$ cat src/sv/mfbp_pkg.sv
// mfbp_pkg: shared constants and types of the msb-first bit packer
// no dependencies
`default_nettype none

package mfbp_pkg;

   localparam int VALUE_W     = 32;
   localparam int COUNT_W     = 6;
   localparam int BYTE_W      = 8;
   localparam int MAX_BITS    = 32;
   // a count is limited to MAX_BITS and to the width of value
   localparam int EFF_MAX     = (MAX_BITS < VALUE_W) ? MAX_BITS : VALUE_W;
   localparam int PEND_W      = BYTE_W - 1;
   localparam int REM_W       = $clog2(BYTE_W);
   localparam int WORD_W      = PEND_W + VALUE_W;
   localparam int TOTAL_W     = $clog2(WORD_W + 1);
   localparam int MAX_BYTES   = (PEND_W + EFF_MAX) / BYTE_W;
   localparam int NBYTES_W    = $clog2(MAX_BYTES + 1);
   localparam int SHIFT_W     = $clog2(WORD_W);
   localparam int QUEUE_DEPTH = 2;
   localparam int QPTR_W      = (QUEUE_DEPTH > 1) ? $clog2(QUEUE_DEPTH) : 1;
   localparam int QCNT_W      = $clog2(QUEUE_DEPTH + 1);

   typedef struct packed {
      logic [VALUE_W-1:0] value;
      logic [COUNT_W-1:0] count;
   } queue_entry_type;

   typedef struct packed {
      logic            valid;
      queue_entry_type entry;
   } queue_push_type;

   typedef struct packed {
      logic            full;
      logic            head_valid;
      queue_entry_type head;
   } queue_status_type;

endpackage

`default_nettype wire

$ cat src/sv/mfbp_req_if.sv
// mfbp_req_if: input channel of the bit packer, value and bit count
// depends on mfbp_pkg
`default_nettype none

interface mfbp_req_if;
   logic                           valid;
   logic                           ready;
   logic [mfbp_pkg::VALUE_W-1:0]   value;
   logic [mfbp_pkg::COUNT_W-1:0]   bit_count;

   modport source (output valid, output value, output bit_count, input ready);
   modport sink   (input valid, input value, input bit_count, output ready);
endinterface

`default_nettype wire

$ cat src/sv/mfbp_rsp_if.sv
// mfbp_rsp_if: result channel of the bit packer, packed byte and last mark
// depends on mfbp_pkg
`default_nettype none

interface mfbp_rsp_if;
   logic                          valid;
   logic                          ready;
   logic [mfbp_pkg::BYTE_W-1:0]   byte_out;
   logic                          last;

   modport source (output valid, output byte_out, output last, input ready);
   modport sink   (input valid, input byte_out, input last, output ready);
endinterface

`default_nettype wire

$ cat src/sv/msb_first_bit_packer.sv
// msb_first_bit_packer: top level of the msb-first bitstream writer
// depends on mfbp_pkg, mfbp_req_if, mfbp_rsp_if, mfbp_front, mfbp_queue, mfbp_back
`default_nettype none

// Each req item appends the low bit_count bits of value (counts above 32
// saturate to 32), most significant first, to a pending partial byte; every
// completed byte leaves on rsp with the earliest bit in bit 7, and the final
// byte caused by an item carries last. Leftover bits stay pending, there is
// no flush, and an item that completes no byte gives no rsp item. The front
// saturates the count, drops empty items and pushes the rest into a two-entry
// queue; the back takes a queued item only once every byte of the last item
// has entered its output register, merges it with the pending bits, then sends
// one byte per cycle through its output register while rsp is ready. The queue
// lets req keep being taken while rsp is stalled, until the queue fills.

module msb_first_bit_packer (
   input  logic        clock,
   input  logic        reset,
   mfbp_req_if.sink    req,
   mfbp_rsp_if.source  rsp
);

   mfbp_pkg::queue_push_type   q_push;
   mfbp_pkg::queue_status_type q_status;
   logic                       pop;

   // accept, saturate the count, filter items with nothing to append
   mfbp_front u_front (
      .req      (req),
      .q_status (q_status),
      .q_push   (q_push)
   );

   // short queue parting the two sides
   mfbp_queue u_queue (
      .clock    (clock),
      .reset    (reset),
      .q_push   (q_push),
      .pop      (pop),
      .q_status (q_status)
   );

   // merge with pending bits and emit completed bytes
   mfbp_back u_back (
      .clock    (clock),
      .reset    (reset),
      .q_status (q_status),
      .pop      (pop),
      .rsp      (rsp)
   );

endmodule

`default_nettype wire

$ cat src/sv/mfbp_front.sv
// mfbp_front: accepts items, saturates the bit count, drops empty items
// depends on mfbp_pkg and mfbp_req_if
`default_nettype none

module mfbp_front (
   mfbp_req_if.sink                  req,
   input  mfbp_pkg::queue_status_type q_status,
   output mfbp_pkg::queue_push_type   q_push
);

   logic [mfbp_pkg::COUNT_W-1:0] eff_count;

   always_comb begin
      if (req.bit_count > mfbp_pkg::COUNT_W'(mfbp_pkg::EFF_MAX)) begin
         eff_count = mfbp_pkg::COUNT_W'(mfbp_pkg::EFF_MAX);
      end else begin
         eff_count = req.bit_count;
      end
   end

   assign req.ready = !q_status.full;

   // a zero count changes nothing, so it never enters the queue
   assign q_push.valid       = req.valid && !q_status.full && (eff_count != '0);
   assign q_push.entry.value = req.value;
   assign q_push.entry.count = eff_count;

endmodule

`default_nettype wire

$ cat src/sv/mfbp_queue.sv
// mfbp_queue: short fifo between front and back of the bit packer
// depends on mfbp_pkg
`default_nettype none

module mfbp_queue (
   input  logic                       clock,
   input  logic                       reset,
   input  mfbp_pkg::queue_push_type   q_push,
   input  logic                       pop,
   output mfbp_pkg::queue_status_type q_status
);

   mfbp_pkg::queue_entry_type         slot_ff [mfbp_pkg::QUEUE_DEPTH];
   logic [mfbp_pkg::QPTR_W-1:0]       wr_ptr_ff, wr_ptr_in;
   logic [mfbp_pkg::QPTR_W-1:0]       rd_ptr_ff, rd_ptr_in;
   logic [mfbp_pkg::QCNT_W-1:0]       cnt_ff, cnt_in;
   logic                              do_push, do_pop;

   function automatic logic [mfbp_pkg::QPTR_W-1:0] ptr_next(
      input logic [mfbp_pkg::QPTR_W-1:0] p);
      if (p == mfbp_pkg::QPTR_W'(mfbp_pkg::QUEUE_DEPTH - 1)) begin
         return '0;
      end
      return p + 1'b1;
   endfunction

   assign q_status.full       = (cnt_ff == mfbp_pkg::QCNT_W'(mfbp_pkg::QUEUE_DEPTH));
   assign q_status.head_valid = (cnt_ff != '0);
   assign q_status.head       = slot_ff[rd_ptr_ff];

   assign do_push = q_push.valid && !q_status.full;
   assign do_pop  = pop && q_status.head_valid;

   always_comb begin
      wr_ptr_in = do_push ? ptr_next(wr_ptr_ff) : wr_ptr_ff;
      rd_ptr_in = do_pop  ? ptr_next(rd_ptr_ff) : rd_ptr_ff;
      cnt_in    = cnt_ff;
      if (do_push && !do_pop) begin
         cnt_in = cnt_ff + 1'b1;
      end else if (!do_push && do_pop) begin
         cnt_in = cnt_ff - 1'b1;
      end
   end

   always_ff @(posedge clock) begin
      if (reset) begin
         wr_ptr_ff <= '0;
         rd_ptr_ff <= '0;
         cnt_ff    <= '0;
      end else begin
         wr_ptr_ff <= wr_ptr_in;
         rd_ptr_ff <= rd_ptr_in;
         cnt_ff    <= cnt_in;
      end
   end

   always_ff @(posedge clock) begin
      if (do_push) begin
         slot_ff[wr_ptr_ff] <= q_push.entry;
      end
   end

endmodule

`default_nettype wire

$ cat src/sv/mfbp_back.sv
// mfbp_back: merges queued bits with the pending partial byte, emits bytes
// depends on mfbp_pkg and mfbp_rsp_if
`default_nettype none

module mfbp_back (
   input  logic                       clock,
   input  logic                       reset,
   input  mfbp_pkg::queue_status_type q_status,
   output logic                       pop,
   mfbp_rsp_if.source                 rsp
);

   localparam int WORD_W = mfbp_pkg::WORD_W;

   logic [WORD_W-1:0]               word_ff, word_in;
   logic [mfbp_pkg::REM_W-1:0]      rem_ff, rem_in;
   logic [mfbp_pkg::NBYTES_W-1:0]   nbytes_ff, nbytes_in;
   logic [mfbp_pkg::PEND_W-1:0]     pend_bits_ff, pend_bits_in;
   logic [mfbp_pkg::REM_W-1:0]      pend_cnt_ff, pend_cnt_in;
   logic                            out_valid_ff, out_valid_in;
   logic [mfbp_pkg::BYTE_W-1:0]     byte_ff, byte_in;
   logic                            last_ff, last_in;

   logic [mfbp_pkg::VALUE_W:0]      value_mask;
   logic [WORD_W-1:0]               merged;
   logic [mfbp_pkg::TOTAL_W-1:0]    total;
   logic [mfbp_pkg::BYTE_W-1:0]     rem_mask;
   logic [mfbp_pkg::TOTAL_W-1:0]    shift_wide;
   logic [mfbp_pkg::SHIFT_W-1:0]    shift;
   logic [mfbp_pkg::NBYTES_W-1:0]   nbytes_dec;
   logic                            out_free;

   assign pop      = (nbytes_ff == '0);
   assign out_free = !out_valid_ff || rsp.ready;

   always_comb begin
      value_mask = ((mfbp_pkg::VALUE_W+1)'(1) << q_status.head.count) - 1'b1;
      merged     = ((WORD_W'(pend_bits_ff)) << q_status.head.count)
                 | WORD_W'(q_status.head.value & value_mask[mfbp_pkg::VALUE_W-1:0]);
      total      = mfbp_pkg::TOTAL_W'(pend_cnt_ff) + mfbp_pkg::TOTAL_W'(q_status.head.count);
      rem_mask   = (mfbp_pkg::BYTE_W'(1) << total[mfbp_pkg::REM_W-1:0]) - 1'b1;
      nbytes_dec = nbytes_ff - 1'b1;
      shift_wide = mfbp_pkg::TOTAL_W'(rem_ff)
                 + (mfbp_pkg::TOTAL_W'(nbytes_dec) << mfbp_pkg::REM_W);
      shift      = shift_wide[mfbp_pkg::SHIFT_W-1:0];

      word_in      = word_ff;
      rem_in       = rem_ff;
      nbytes_in    = nbytes_ff;
      pend_bits_in = pend_bits_ff;
      pend_cnt_in  = pend_cnt_ff;
      out_valid_in = out_valid_ff;
      byte_in      = byte_ff;
      last_in      = last_ff;

      if (pop && q_status.head_valid) begin
         word_in      = merged;
         rem_in       = total[mfbp_pkg::REM_W-1:0];
         nbytes_in    = total[mfbp_pkg::REM_W +: mfbp_pkg::NBYTES_W];
         pend_bits_in = merged[mfbp_pkg::PEND_W-1:0] & rem_mask[mfbp_pkg::PEND_W-1:0];
         pend_cnt_in  = total[mfbp_pkg::REM_W-1:0];
      end

      if (nbytes_ff != '0 && out_free) begin
         byte_in      = mfbp_pkg::BYTE_W'(word_ff >> shift);
         last_in      = (nbytes_ff == mfbp_pkg::NBYTES_W'(1));
         out_valid_in = 1'b1;
         nbytes_in    = nbytes_dec;
      end else if (rsp.ready) begin
         out_valid_in = 1'b0;
      end
   end

   always_ff @(posedge clock) begin
      if (reset) begin
         nbytes_ff    <= '0;
         pend_bits_ff <= '0;
         pend_cnt_ff  <= '0;
         out_valid_ff <= 1'b0;
      end else begin
         nbytes_ff    <= nbytes_in;
         pend_bits_ff <= pend_bits_in;
         pend_cnt_ff  <= pend_cnt_in;
         out_valid_ff <= out_valid_in;
      end
   end

   always_ff @(posedge clock) begin
      word_ff <= word_in;
      rem_ff  <= rem_in;
      byte_ff <= byte_in;
      last_ff <= last_in;
   end

   assign rsp.valid    = out_valid_ff;
   assign rsp.byte_out = byte_ff;
   assign rsp.last     = last_ff;

   a_nbytes_bound: assert property (@(posedge clock) disable iff (reset)
      nbytes_ff <= mfbp_pkg::NBYTES_W'(mfbp_pkg::MAX_BYTES))
      else $error("byte count above the most one item can give");

   a_final_byte_marked: assert property (@(posedge clock) disable iff (reset)
      (nbytes_ff == mfbp_pkg::NBYTES_W'(1) && out_free) |=> (out_valid_ff && last_ff))
      else $error("final byte of an item not marked last");

   a_inner_byte_unmarked: assert property (@(posedge clock) disable iff (reset)
      (nbytes_ff > mfbp_pkg::NBYTES_W'(1) && out_free) |=> (out_valid_ff && !last_ff))
      else $error("inner byte of an item marked last");

endmodule

`default_nettype wire

$ cat src/flat_wrapper.sv
// flat-port wrapper written by rule: the top's interface ports become plain ports
module msb_first_bit_packer_flat 
  (clock, reset, req_valid, req_value, req_bit_count, req_ready, rsp_valid, rsp_byte_out, rsp_last, rsp_ready);
  mfbp_req_if req_i ();
  mfbp_rsp_if rsp_i ();
  input  logic clock;
  input  logic reset;
  input wire logic [$bits(req_i.valid)-1:0] req_valid;
  input wire logic [$bits(req_i.value)-1:0] req_value;
  input wire logic [$bits(req_i.bit_count)-1:0] req_bit_count;
  output wire logic [$bits(req_i.ready)-1:0] req_ready;
  output wire logic [$bits(rsp_i.valid)-1:0] rsp_valid;
  output wire logic [$bits(rsp_i.byte_out)-1:0] rsp_byte_out;
  output wire logic [$bits(rsp_i.last)-1:0] rsp_last;
  input wire logic [$bits(rsp_i.ready)-1:0] rsp_ready;
  assign req_i.valid = req_valid;
  assign req_i.value = req_value;
  assign req_i.bit_count = req_bit_count;
  assign req_ready = req_i.ready;
  assign rsp_valid = rsp_i.valid;
  assign rsp_byte_out = rsp_i.byte_out;
  assign rsp_last = rsp_i.last;
  assign rsp_i.ready = rsp_ready;
  msb_first_bit_packer u_core (.clock(clock), .reset(reset), .req(req_i), .rsp(rsp_i));
endmodule
$ cat config.mk
export PLATFORM = sky130hd
export DESIGN_NAME = msb_first_bit_packer_flat
export DESIGN_NICKNAME = d
export VERILOG_FILES = /design/src/sv/mfbp_pkg.sv /design/src/sv/mfbp_req_if.sv /design/src/sv/mfbp_rsp_if.sv /design/src/sv/msb_first_bit_packer.sv /design/src/sv/mfbp_front.sv /design/src/sv/mfbp_queue.sv /design/src/sv/mfbp_back.sv /design/src/flat_wrapper.sv
export SDC_FILE = /design/constraint.sdc
export NUM_CORES = 1
export LEC_CHECK = 0
export BUFFER_PORTS_ARGS = -buffer_cell sky130_fd_sc_hd__clkbuf_2
export CELL_PAD_IN_SITES_DETAIL_PLACEMENT = 0
export CELL_PAD_IN_SITES_GLOBAL_PLACEMENT = 1
export CORE_UTILIZATION = 54
export DETAILED_ROUTE_END_ITERATION = 7
export PLACE_DENSITY = 0.89
export RECOVER_POWER = 25
export REMOVE_ABC_BUFFERS = 1
export SYNTH_ARGS = -nofsm -noshare
export SYNTH_HDL_FRONTEND = slang
export SYNTH_HIERARCHICAL = 1
export SYNTH_SLANG_ARGS = --single-unit
$ cat constraint.sdc
create_clock -name clock -period 6.9 [get_ports clock]
set_input_delay 0.69 -clock clock [delete_from_list [all_inputs] [get_ports clock]]
set_output_delay 0.69 -clock clock [all_outputs]
set_load 0.03 [all_outputs]
# Yosys cells after proc, flatten, opt, wreduce, memory -nomap -nowiden

Memories as Yosys holds them, arrays and structs flattened. A register that Yosys moved wholly into a read port is not among the register bits.
Cells that the tools add are included.
Widths: inputs -> output; s select.

Latch bits: 0
Input bits: 42
Register bits after elaboration: 69
Bits in read-only memories: 0
Output and inout port bits: 11
Word-level logic and storage cells: 67
RAM bits: 76
Memories: 1

Memory list:

| memory                 | words | bits a word | read ports | clocked after memory_dff | write ports | line             | source |
|---|---|---|---|---|---|---|---|
| u_core.u_queue.slot_ff | 2     | 38          | 1          | 1                        | 1           | mfbp_queue.sv:13 | `mfbp_pkg::queue_entry_type slot_ff [mfbp_pkg::QUEUE_DEPTH];` |

Bitwise logic cells: 3
Shift-type cells: 4
Multipliers: 0
Div/mod/pow operators: 0
Muxes and demuxes: 17
$lt $le $gt $ge: 1
Equal/unequal tests: 2
Reduce and logical (&&, ||, !) cells: 19
Add/subtract/negate cells: 9

Operators by type and width:

| kind                  | count |
|---|---|
| $or 39x32->39         | 1 |
| $shl 7x6->39          | 1 |
| $shr 39x6->8          | 1 |
| $and 32x32->32        | 1 |
| $shl 1x6->32 const A  | 1 |
| $sub 32x1->32 const B | 1 |
| $add 3x6->6           | 2 |
| $mux 1                | 12 |
| $reduce_bool 2->1     | 4 |
| $and 7x7->7           | 1 |
| $logic_and 1x1->1     | 7 |
| $shl 1x3->7 const A   | 1 |
| $sub 7x1->7 const B   | 1 |
| $gt 6x6->1 const B    | 1 |
| $mux 3                | 2 |
| $mux 6                | 1 |
| $reduce_bool 6->1     | 1 |
| $logic_not 1->1       | 4 |
| $mux 2                | 2 |
| $eq 3x1->1 const B    | 1 |
| $logic_not 3->1       | 1 |
| $reduce_bool 3->1     | 1 |
| $sub 3x1->3 const B   | 1 |
| $add 1x1->1 const B   | 2 |
| other kinds (4)       | 4 |

# Logic depth before layout (Yosys ltp)

Word-level depth: 9
Depth in mapped cells: 15
Mapped depth without buffers: 9

# Cells and area by module

The synthesis kept the hierarchy.

By module, submodules not included:

| module     | seq. area each (µm²) | cells each | area each (µm²) | instances |
|---|---|---|---|---|
| mfbp_back  | 1,811.7              | 584        | 5,471.5         | 1 |
| mfbp_queue | 2,382.3              | 143        | 2,957.8         | 1 |
| mfbp_front | 0.0                  | 41         | 296.5           | 1 |

# Worst setup path before layout

No wires, ideal clock.

Path type: register -> register
From: reg with a tool-made name
To: reg u_core.u_back.word_ff[10] (data pin)
Setup slack: 3.712 ns
Data required time: 6.748 ns
Library setup time: 0.152 ns
Data arrival time: 3.036 ns
Period minus slack after synthesis: 3.188 ns
Stages on the path, launching flop included: 16
Path buffers: 7
Path through: dfxtp_1 -> buf_4 -> buf_4 -> mux2_2 -> buf_2 -> buf_2 -> buf_2 -> buf_2 -> nand3b_1 -> ha_1 -> clkbuf_1 -> nor4_1 -> a31oi_1 -> o22ai_1 -> nand2_1 -> o21ai_0

RTL lines:

| element              | line            | source |
|---|---|---|
| end signal, assigned | mfbp_back.sv:89 | `word_ff <= word_in;` |
| end, declared        | mfbp_back.sv:15 | `logic [WORD_W-1:0] word_ff, word_in;` |

==> impl_metrics.env <==
export IMPL_powerDensity_mw_per_mm2=490
export IMPL_synth_top_area_share_pct=43.7
export IMPL_dieArea_mm2=0.0167
export IMPL_synth_fa_ha_area_share_pct=1.38
export IMPL_grt_pass1_vias=5823
export IMPL_cts_root_buffer="clkbuf_16"
export IMPL_syn_to_final_growth_pct=7.48
export IMPL_netlist_area_mm2=0.00873
export IMPL_clock_latency_ns=0.42
export IMPL_die_h_um=129
export IMPL_crit_path_start_kind="flop"
export IMPL_synth_compound_area_share_pct=13.7
export IMPL_cts_max_level=4
export IMPL_wl_met3_um=1060
export IMPL_post_dp_hpwl_um=15000
export IMPL_final_setup_viol_count=0
export IMPL_die_x_um=129
export IMPL_synth_top_cell_by_area="edfxtp_1"
export IMPL_p_int_mw=2.73
export IMPL_synthCells=768
export IMPL_avgRoutedWirePerCell_um=20.9
export IMPL_io_pins=53
export IMPL_synth_xor_area_share_pct=1.10
export IMPL_grt_pass1_wl_um=31900
export IMPL_rsz0062_at_grt="no"
export IMPL_irDropWorstVdd_mv=0.213
export IMPL_grtUsageTotal_pct=25.9
export IMPL_fin_crit_sh_pct=54.7
export IMPL_layout_drive_gt1_share_pct=20.1
export IMPL_synth_mux_area_share_pct=18.2
export IMPL_fin_crit_ns=3.77
export IMPL_fillers=1289
export IMPL_routed_wl_met2_um=10100
export IMPL_critical_path_arrival_ns=4.00
export IMPL_relSlewSlack_pct=35.9
export IMPL_power_frac_clock_pct=20.0
export IMPL_grt_max_degree=50
export IMPL_core_area_mm2=0.0158
export IMPL_vias=6156
export IMPL_port_buffers=52
export IMPL_yosysSeqAreaShare_pct=48.1
export IMPL_yosysMostFrequentCell="edfxtp_1"
export IMPL_clkSinkCount=146
export IMPL_path_max_fanout=49
export IMPL_yosys_area_share_simple_pct=10.8
export IMPL_final_design_area_no_fill_mm2=0.00938
export IMPL_drc=0
export IMPL_routabilityCongestion=0.945
export IMPL_maxCapViolCount=0
export IMPL_start_util_pct=55.1
export IMPL_path_class="reg -> reg"
export IMPL_max_freq_mhz=265
export IMPL_routed_wl_um=20700
export IMPL_place_area_mm2=0.00881
export IMPL_synth_ff_type="edfxtp_1"
export IMPL_p_leak_nw=3.34
export IMPL_cts_resized=0
export IMPL_pwr_share_comb_pct=48.0
export IMPL_outcome="completed"
export IMPL_synth_area_leaders="edfxtp_1 (44%), mux2_2 (7.1%), mux2i_1 (6.2%), mux4_2 (4.6%), dfxtp_1 (4.4%)"
export IMPL_cts_buffers=17
export IMPL_worst_slew_pin_slew_ns=0.962
export IMPL_holdCritPathClass="in -> reg"
export IMPL_postSynthAreaPerCell_um2=11.4
export IMPL_hold_violations=0
export IMPL_switchingPower_mw=1.86
export IMPL_drtIter0Drc=590
export IMPL_cts_hold_buf=0
export IMPL_viasPerCell=6.21
export IMPL_cts_tree="built"
export IMPL_synth_top_family_by_area="multiplexers"
export IMPL_critPathCaptureType="flop"
export IMPL_rows=46
export IMPL_met1_length_um=8730
export IMPL_ys_ff_latch=146
export IMPL_top_layer="met4"
export IMPL_antenna_found_initial=0
export IMPL_ant_nets=0
export IMPL_synth_edff_count=127
export IMPL_clkTransAtPathRegs_ns=0.06
export IMPL_post_cts_buffers=0
export IMPL_clock_path_buffers=2
export IMPL_grt_overflow=0
export IMPL_yosys_warnings=6
export IMPL_required_ns=7.13
export IMPL_slew_viol_final=0
export IMPL_antenna_cells=0
export IMPL_tns_ns=0
export IMPL_final_setup_skew_ns=0.0103
export IMPL_postLayoutCoreUtil_pct=59.3
export IMPL_worstPathCellList="buf_4, mux2_2, nor4_4, nand2_1, ha_1, inv_1, a31o_4, nand2_1, mux2_2, o311ai_2"
export IMPL_synth_cell_type_count=72
export IMPL_ys_top_cells_by_count="edfxtp_1 (127), nand2_1 (64), mux2_2 (55)"
export IMPL_drt_first_pass_iters=5
export IMPL_fin_nets=814
export IMPL_p_sw_share_pct=40.5
export IMPL_seqPwrFrac_pct=32.0
export IMPL_async_flop_share_pct=0
export IMPL_slowest_stage="mux2_2"
export IMPL_slowest_delay_ns=0.74
state kept, by name (all words and copies together), names as in the netlist, 2 cells and up, named ones only:
register,cells
u_core/u_back/nbytes_ff,3
u_core/u_back/pend_bits_ff,7
u_core/u_back/pend_cnt_ff,3
u_core/u_back/rem_ff,3
u_core/u_back/rsp.byte_out,8
u_core/u_back/word_ff,39
u_core/u_queue/cnt_ff,2
u_core/u_queue/slot_ff,76
path summary, 6_finish.rpt:
kind,depth (start not counted),endpoint,from,slack [ns]
max,10,u_core/u_back/word_ff[24],flop,3.13
min,1,u_core/u_queue/slot_ff[1][37],req_value[31],0.46
max reg2reg,10,u_core/u_back/word_ff[24],flop,3.13
min reg2reg,2,u_core/u_back/pend_cnt_ff[2],u_core/u_back/pend_cnt_ff[2],0.48
critical path, delay by kind of cell, from the launching register on:
| family | cells | cell delay, ns |
|---|---|---|
| and+or+nand+nor | 3 | 0.75 |
| muxes | 2 | 1.03 |
| DFF | 1 | 0.31 |
| buffers and inverters | 2 | 0.70 |
| AOI/OAI and AO/OA | 2 | 0.41 |
| adders and majority gates | 1 | 0.37 |
through the flow:
step	instances	hold slack, ns	setup slack [ns]	total power, mW
3_5_place_dp	960	0.467	3.18	3.65
4_1_cts	992	0.445	3.16	4.58
3_3_place_gp	960	0.458	3.32	3.63
5_1_grt	992	0.450	2.92	4.84
2_1_floorplan	683	0.434	3.20	3.05
6_report	992	0.460	3.13	4.59
logic make-up (layout without fill, tap and decap cells):
logic type	count (synthesis)	count (layout)
multiplexers	129	129
adder cells (fa/ha/maj)	9	9
AO/OA/AOI/OAI	170	170
XOR/XNOR	11	11
flip-flops	146	146
buffers and inverters	106	114
AND/OR/NAND/NOR	197	197
per-layer routing:
metal	track usage (%)	vias up
met2	42.1	231
met3	3.55	50
met5	0	-
met4	14.2	0
li1	-	2885
met1	33.9	2990
area by class of cell:
| type | count | area [µm²] | share of cell area (%) |
|---|---|---|---|
| sequential | 146 | 4190 | 44.7 |
| multi-input combinational | 516 | 3940 | 42.0 |
| clock buffer | 17 | 425 | 4.54 |
| timing repair buffer | 61 | 307 | 3.27 |
| tap | 216 | 270 | 2.88 |
| clock inverter | 15 | 164 | 1.75 |
| inverter | 21 | 78.8 | 0.840 |
placed cells by master, fill, tap and decap left out, drive strengths merged, types with 9 or more instances in the layout:
cell and count:
clkbuf 69, mux2i 54, dfxtp 19, a22oi 9, a22o 9, o21ai 39
buf 9, nor2b 14, nand3 17, nor2 49, mux4 18, inv 23
a21oi 31, edfxtp 127, mux2 57, nor3 15, nand2 64
power by group through the flow:
stage | Sequential [mW] | Clock, mW | Combinational, mW
2_1_floorplan | 1.59 | 0 | 1.46
3_3_place_gp | 1.47 | 0 | 2.15
3_5_place_dp | 1.49 | 0 | 2.17
4_1_cts | 1.47 | 0.933 | 2.18
5_1_grt | 1.50 | 0.963 | 2.38
6_report | 1.47 | 0.917 | 2.21
(Power assumes the default switching activity.)
